$ cat src/rtl/csa_pkg.sv
// Package with the shared types and codes of the context slot allocator.
`default_nettype none
package csa_pkg;

  localparam int KEY_W   = 5;
  localparam int DATA_W  = 64;
  localparam int KEY_LIMIT = 31;

  localparam logic OP_ALLOC   = 1'b0;
  localparam logic OP_RELEASE = 1'b1;

  localparam logic [1:0] STATUS_OK     = 2'd0;
  localparam logic [1:0] STATUS_FULL   = 2'd1;
  localparam logic [1:0] STATUS_BADKEY = 2'd2;

  typedef enum logic {
    ST_IDLE,
    ST_READ
  } state_t;

endpackage
`default_nettype wire

$ cat src/rtl/csa_ram.sv
// Generic single-port-write, single-port-read RAM with a registered read.
`default_nettype none
module csa_ram #(
  parameter int WIDTH = 8,
  parameter int DEPTH = 16,
  localparam int ADDR_W = (DEPTH > 1) ? $clog2(DEPTH) : 1
) (
  input  wire  logic                 clk,
  input  wire  logic                 we,
  input  wire  logic [ADDR_W-1:0]    waddr,
  input  wire  logic [WIDTH-1:0]     wdata,
  input  wire  logic                 re,
  input  wire  logic [ADDR_W-1:0]    raddr,
  output       logic [WIDTH-1:0]     rdata
);

  logic [WIDTH-1:0] mem [DEPTH];

  always_ff @(posedge clk) begin
    if (we) begin
      mem[waddr] <= wdata;
    end
    if (re) begin
      rdata <= mem[raddr];
    end
  end

endmodule
`default_nettype wire

$ cat src/rtl/csa_free_enc.sv
// Priority encoder that finds the lowest-numbered free slot that can be keyed.
`default_nettype none
module csa_free_enc
  import csa_pkg::*;
#(
  parameter int SLOT_COUNT = 16,
  localparam int IDX_W = (SLOT_COUNT > 1) ? $clog2(SLOT_COUNT) : 1
) (
  input  wire  logic [SLOT_COUNT-1:0] busy,
  output       logic                  found,
  output       logic [IDX_W-1:0]      idx
);

  localparam int USABLE = (SLOT_COUNT < KEY_LIMIT) ? SLOT_COUNT : KEY_LIMIT;

  always_comb begin
    found = 1'b0;
    idx   = '0;
    for (int i = USABLE - 1; i >= 0; i--) begin
      if (!busy[i]) begin
        found = 1'b1;
        idx   = IDX_W'(i);
      end
    end
  end

endmodule
`default_nettype wire

$ cat src/rtl/context_slot_allocator.sv
// Top level of the context slot allocator: busy bits, slot RAM and control.
// An allocate request and a rejected release give their result in the cycle after acceptance.
// A valid release reads the slot RAM through its registered read port in state ST_READ, then registers its result.
// Throughput is one allocate per cycle while the output is not stalled; a valid release holds off
// new requests while it waits in ST_READ on the registered read port of the slot RAM.
// Synchronous reset marks every slot free at once; the slot RAM itself is not cleared.
`default_nettype none
module context_slot_allocator
  import csa_pkg::*;
#(
  parameter int SLOT_COUNT = 16
) (
  input  wire  logic              clk,
  input  wire  logic              rst,
  input  wire  logic              in_valid,
  output       logic              in_stall,
  input  wire  logic              opcode,
  input  wire  logic [DATA_W-1:0] handle_in,
  input  wire  logic [DATA_W-1:0] offset_in,
  input  wire  logic [DATA_W-1:0] tag_in,
  input  wire  logic [KEY_W-1:0]  release_key,
  output       logic              out_valid,
  input  wire  logic              out_stall,
  output       logic [KEY_W-1:0]  key_out,
  output       logic [DATA_W-1:0] handle_out,
  output       logic [DATA_W-1:0] offset_out,
  output       logic [DATA_W-1:0] tag_out,
  output       logic [1:0]        status
);

  localparam int IDX_W  = (SLOT_COUNT > 1) ? $clog2(SLOT_COUNT) : 1;
  localparam int USABLE = (SLOT_COUNT < KEY_LIMIT) ? SLOT_COUNT : KEY_LIMIT;
  localparam int WIDE_W = (IDX_W > KEY_W) ? IDX_W : KEY_W;
  localparam int ROW_W  = 3 * DATA_W;
  localparam logic [SLOT_COUNT-1:0] USABLE_MASK =
    {SLOT_COUNT{1'b1}} >> (SLOT_COUNT - USABLE);

  state_t state, state_next;

  logic [SLOT_COUNT-1:0] busy, busy_next;
  logic [IDX_W-1:0]      pend_idx, pend_idx_next;
  logic                  res_valid, res_valid_next;
  logic [KEY_W-1:0]      res_key, res_key_next;
  logic [DATA_W-1:0]     res_handle, res_handle_next;
  logic [DATA_W-1:0]     res_offset, res_offset_next;
  logic [DATA_W-1:0]     res_tag, res_tag_next;
  logic [1:0]            res_status, res_status_next;

  logic                  accept;
  logic                  free_found;
  logic [IDX_W-1:0]      free_idx;
  logic [KEY_W-1:0]      key_m1;
  logic [WIDE_W-1:0]     key_wide;
  logic [IDX_W-1:0]      rel_idx;
  logic                  key_ok;

  logic                  ram_we;
  logic                  ram_re;
  logic [ROW_W-1:0]      ram_rdata;

  csa_free_enc #(
    .SLOT_COUNT(SLOT_COUNT)
  ) u_free_enc (
    .busy (busy),
    .found(free_found),
    .idx  (free_idx)
  );

  csa_ram #(
    .WIDTH(ROW_W),
    .DEPTH(SLOT_COUNT)
  ) u_slot_ram (
    .clk  (clk),
    .we   (ram_we),
    .waddr(free_idx),
    .wdata({handle_in, offset_in, tag_in}),
    .re   (ram_re),
    .raddr(rel_idx),
    .rdata(ram_rdata)
  );

  assign key_m1   = release_key - KEY_W'(1);
  assign key_wide = WIDE_W'(key_m1);
  assign rel_idx  = key_wide[IDX_W-1:0];

  always_comb begin
    key_ok = 1'b0;
    if ((release_key != '0) && ({1'b0, release_key} <= (KEY_W + 1)'(USABLE))) begin
      key_ok = busy[rel_idx];
    end
  end

  assign in_stall  = (state != ST_IDLE) || (res_valid && out_stall);
  assign accept    = in_valid && !in_stall;
  assign out_valid = res_valid;
  assign key_out   = res_key;
  assign handle_out = res_handle;
  assign offset_out = res_offset;
  assign tag_out   = res_tag;
  assign status    = res_status;

  always_comb begin
    state_next      = state;
    busy_next       = busy;
    pend_idx_next   = pend_idx;
    res_valid_next  = res_valid && out_stall;
    res_key_next    = res_key;
    res_handle_next = res_handle;
    res_offset_next = res_offset;
    res_tag_next    = res_tag;
    res_status_next = res_status;
    ram_we          = 1'b0;
    ram_re          = 1'b0;
    case (state)
      ST_IDLE: begin
        if (accept) begin
          res_handle_next = '0;
          res_offset_next = '0;
          res_tag_next    = '0;
          res_key_next    = '0;
          if (opcode == OP_ALLOC) begin
            res_valid_next = 1'b1;
            if (free_found) begin
              busy_next[free_idx] = 1'b1;
              ram_we              = 1'b1;
              res_key_next        = KEY_W'(free_idx) + KEY_W'(1);
              res_status_next     = STATUS_OK;
            end else begin
              res_status_next = STATUS_FULL;
            end
          end else if (key_ok) begin
            ram_re        = 1'b1;
            pend_idx_next = rel_idx;
            state_next    = ST_READ;
          end else begin
            res_valid_next  = 1'b1;
            res_status_next = STATUS_BADKEY;
          end
        end
      end
      ST_READ: begin
        res_valid_next      = 1'b1;
        res_key_next        = '0;
        res_handle_next     = ram_rdata[3*DATA_W-1:2*DATA_W];
        res_offset_next     = ram_rdata[2*DATA_W-1:DATA_W];
        res_tag_next        = ram_rdata[DATA_W-1:0];
        res_status_next     = STATUS_OK;
        busy_next[pend_idx] = 1'b0;
        state_next          = ST_IDLE;
      end
      default: begin
        state_next = ST_IDLE;
      end
    endcase
  end

  always_ff @(posedge clk) begin
    if (rst) begin
      state     <= ST_IDLE;
      busy      <= '0;
      res_valid <= 1'b0;
    end else begin
      state     <= state_next;
      busy      <= busy_next;
      res_valid <= res_valid_next;
    end
  end

  always_ff @(posedge clk) begin
    pend_idx   <= pend_idx_next;
    res_key    <= res_key_next;
    res_handle <= res_handle_next;
    res_offset <= res_offset_next;
    res_tag    <= res_tag_next;
    res_status <= res_status_next;
  end

  a_read_output_free: assert property (@(posedge clk) disable iff (rst)
    (state == ST_READ) |-> !res_valid)
    else $error("Output register occupied while a slot read is pending.");

  a_read_slot_busy: assert property (@(posedge clk) disable iff (rst)
    (state == ST_READ) |-> busy[pend_idx])
    else $error("Pending release refers to a free slot.");

  a_alloc_marks_busy: assert property (@(posedge clk) disable iff (rst)
    (accept && (opcode == OP_ALLOC) && free_found) |=> busy[$past(free_idx)])
    else $error("Allocated slot is not marked busy.");

  a_unkeyable_free: assert property (@(posedge clk) disable iff (rst)
    (busy & ~USABLE_MASK) == '0)
    else $error("A slot beyond the keyable range became busy.");

endmodule
`default_nettype wire
$ cat config.mk
export PLATFORM = sky130hd
export DESIGN_NAME = context_slot_allocator
export DESIGN_NICKNAME = d
export VERILOG_FILES = /design/src/rtl/csa_pkg.sv /design/src/rtl/csa_ram.sv /design/src/rtl/csa_free_enc.sv /design/src/rtl/context_slot_allocator.sv
export SDC_FILE = /design/constraint.sdc
export NUM_CORES = 2
export LEC_CHECK = 0
export BUFFER_PORTS_ARGS = -buffer_cell sky130_fd_sc_hd__buf_4
export CORE_ASPECT_RATIO = 0.9
export CORE_MARGIN = 4
export CORE_UTILIZATION = 51
export DETAILED_ROUTE_END_ITERATION = 8
export HOLD_SLACK_MARGIN = 0.08
export PLACE_DENSITY_LB_ADDON = 0.15
export SYNTH_ARGS = -nofsm -noshare
export SYNTH_HDL_FRONTEND = slang
export SYNTH_HIERARCHICAL = 1
export SYNTH_SLANG_ARGS = --single-unit
$ cat constraint.sdc
create_clock -name clk -period 18.5 [get_ports clk]
set_input_delay 3.7 -clock clk [delete_from_list [all_inputs] [get_ports clk]]
set_output_delay 3.7 -clock clk [all_outputs]
set_load 0.03 [all_outputs]
==> results.json <==
{
  "synth_seq_area_share_pct": 80.7,
  "drt_pass1_iterations": 5,
  "layout_common_cells": "edfxtp_1 (3467), mux4_2 (717), buf_4 (511), clkbuf_16 (358), a22oi_1 (330)",
  "syn2layout_area_growth_pct": 14.0,
  "post_drt_wl_per_cell_um": 31.9,
  "max_freq_ghz": 0.122,
  "syn_avg_cell_area_um2": 23.0,
  "cts_tree": "built",
  "ys_seq_elements": 3485,
  "finalHoldViolCount": 0,
  "gp_congestion": 0.764,
  "drive_above_1_share_pct": 26.9,
  "leakagePower_uw": 0.0473,
  "cts.path.max_buffers": 4,
  "r2r-end": "u_slot_ram/mem[14][141]",
  "wirelength_um": 315000,
  "grt_pass1_wl_um": 453000,
  "postLayoutCoreUtil_pct": 58.4,
  "grt_max_degree": 130,
  "htreeDepth": 5,
  "grt_pass1_vias": 61791,
  "antenna_left": 0,
  "grt-ovfl-total": 0,
  "mostFrequentLayoutCell": "edfxtp_1",
  "reg2reg_depth": 8,
  "cp_max_fo": 67,
  "cp-endpoint": "u_slot_ram/rdata[40]",
  "drcViolationCount": 0,
  "grt.total_usage_pct": 23.9,
  "synth_nets": 5837,
  "yosysWarnings": 6,
  "power_density_nw_per_um2": 112,
  "crit_required_ns": 19.09,
  "status": "finished clean",
  "die_y_um": 486,
  "cts_buffers": 350,
  "crit_type": "input port to register",
  "antenna_found_initial": 57,
  "ios": 403,
  "rows": 175,
  "synth_cells": 5630,
  "min_period_ns": 8.18,
  "synthesis.area_um2": 129000,
  "slew_headroom_pct": 13.4,
  "cts.repair.resized": 0,
  "vias_per_cell": 6.19,
  "fin_crit_sh_pct": 44.2,
  "dpl.hpwl_um": 155000,
  "synthArstFlopShare_pct": 0,
  "rsz0062_at_grt": "false",
  "setup_tns_ns": 0,
  "dp_slack_ns": 9.27,
  "dieArea_um2": 262000,
  "finClkSkew_ns": 0.0476,
  "crit_chain": "buf_4 -> inv_8 -> buf_4 -> buf_4 -> buf_4 -> buf_4 -> mux4_2 -> a22oi_1 -> nand2_1",
  "drv_slew": 0,
  "die_width_um": 539,
  "placedInstanceArea_um2": 137000,
  "cts_setup_buffers": 0,
  "irDropWorstVdd_uv": 80.2,
  "setup_viol": 0,
  "crit_top_cell": "buf_4",
  "hp-class": "register to register",
  "arrival_ns": 8.78,
  "timing.rr.start": "state",
  "place.port_buffers": 402,
  "drtIter0Drc": 6982,
  "cts-root-buf": "clkbuf_16",
  "synth-edff-count": 3467,
  "finalNetCount": 6420,
  "worst-r2r-setup-slack_ns": 13.30,
  "cts_sinks": 3485,
  "fin_area_um2": 148000,
  "initial_utilization_pct": 51.2,
  "ys_dominant_reg_cell": "edfxtp_1",
  "worstSkewPairLatency_ns": 0.87,
  "cp_slowest_cell": "buf_4",
  "postCtsHoldBufs": 0,
  "end_kind": "register",
  "layout_setup_ws_ns": 10.32,
  "num_vias": 61084,
  "drv_cap": 0,
  "clk_pin_slew_ns": 0.06,
  "crit_path_start_kind": "input port",
  "worst_pin_slew_ns": 1.30,
  "ys_types": 52,
  "coreArea_um2": 253000,
  "cpPeakStageDelay_ns": 0.86,
  "crit_start": "release_key[0]"
}
[power by group]
| part | switching [uW] | internal (uW) |
|---|---|---|
| Combinational | 609 | 360 |
| Sequential | 30.7 | 8790 |
| Clock | 2880 | 3890 |
[state kept, by name, summed over array words and instances, names as in the netlist]
name              count
busy                 16
state                 1
status                2
u_slot_ram/mem     3072
handle_out           64
u_slot_ram/rdata    192
tag_out              64
offset_out           64
out_valid             1
pend_idx              4
key_out               5
[cell families (layout without fill, tap and decap cells)]
| group | count (synthesis) | after routing | share of synthesized area [%] |
|---|---|---|---|
| other | 0 | 20 | 0 |
| and+or+nand+nor | 491 | 491 | 1.93 |
| adders and majority gates | 5 | 5 | 0.0483 |
| DFF | 3485 | 3485 | 80.7 |
| muxes | 844 | 844 | 13.5 |
| xor gates and xnor gates | 5 | 5 | 0.0396 |
| buffers and inverters | 311 | 1163 | 1.13 |
| AOI/OAI and AO/OA | 489 | 489 | 2.71 |
[layer usage]
layer / part of all wire, % / track usage, %
met1: 42 / 35.7
met2: 47 / 37.0
met3: 8.3 / 4.91
met4: 1.9 / 5.24
met5: 0.077 / 0
[worst min-delay path by stage]
stage,start,to,cells past startpoint
2_1_floorplan,busy[1],busy[1],2
3_3_place_gp,u_slot_ram/rdata[44],tag_out[44],1
3_5_place_dp,u_slot_ram/rdata[181],handle_out[53],1
4_1_cts,u_slot_ram/rdata[181],handle_out[53],1
5_1_grt,u_slot_ram/rdata[21],tag_out[21],1
6_report,u_slot_ram/rdata[23],tag_out[23],1
[area by class of cell]
type	count	area [um2]
Tap cell	3363	4210
Multi-Input combinational cell	1834	23800
Inverter	16	86.3
Fill cell	18102	105000
Timing Repair Buffer	526	4140
Clock buffer	441	9270
Antenna cell	20	50.0
Sequential cell	3485	104000
Clock inverter	180	1580
[critical path, delay by kind of cell]
family / cells / cell delay [ns]
muxes: 1 / 0.60
and+or+nand+nor: 1 / 0.09
buffers and inverters: 6 / 3.87
AOI/OAI and AO/OA: 1 / 0.21
[synth_stat cells (12+ instances only)]
library cell  count  share of area [%]
edfxtp_1       3467                 80
nor2_1           33              0.096
inv_1            14              0.041
nand3_1          15              0.058
mux2i_1         127               0.98
nand2_1         191               0.55
buf_2            88               0.34
a21oi_1          51               0.20
o22ai_1          27               0.13
buf_1            30              0.087
nor3_1           12              0.046
nor2b_1          17              0.082
clkbuf_1        134               0.39
o211ai_1         23               0.13
buf_4            38               0.22
a22oi_1         330                1.9
a211oi_1         31               0.18
dfxtp_1          18               0.28
and2_1          195               0.94
mux4_2          717                 12
[metrics by stage]
stage | cells | hold slack [ns] | power, uW
global placement | 9224 | 0.506 | 9950
global route | 9850 | 0.539 | 17100
floorplan | 5630 | 0.477 | 9580
CTS | 9845 | 0.523 | 16700
finish | 9865 | 0.521 | 16600
detailed placement | 9224 | 0.509 | 9960
No activity file was read; power rests on OpenSTA's default activity.
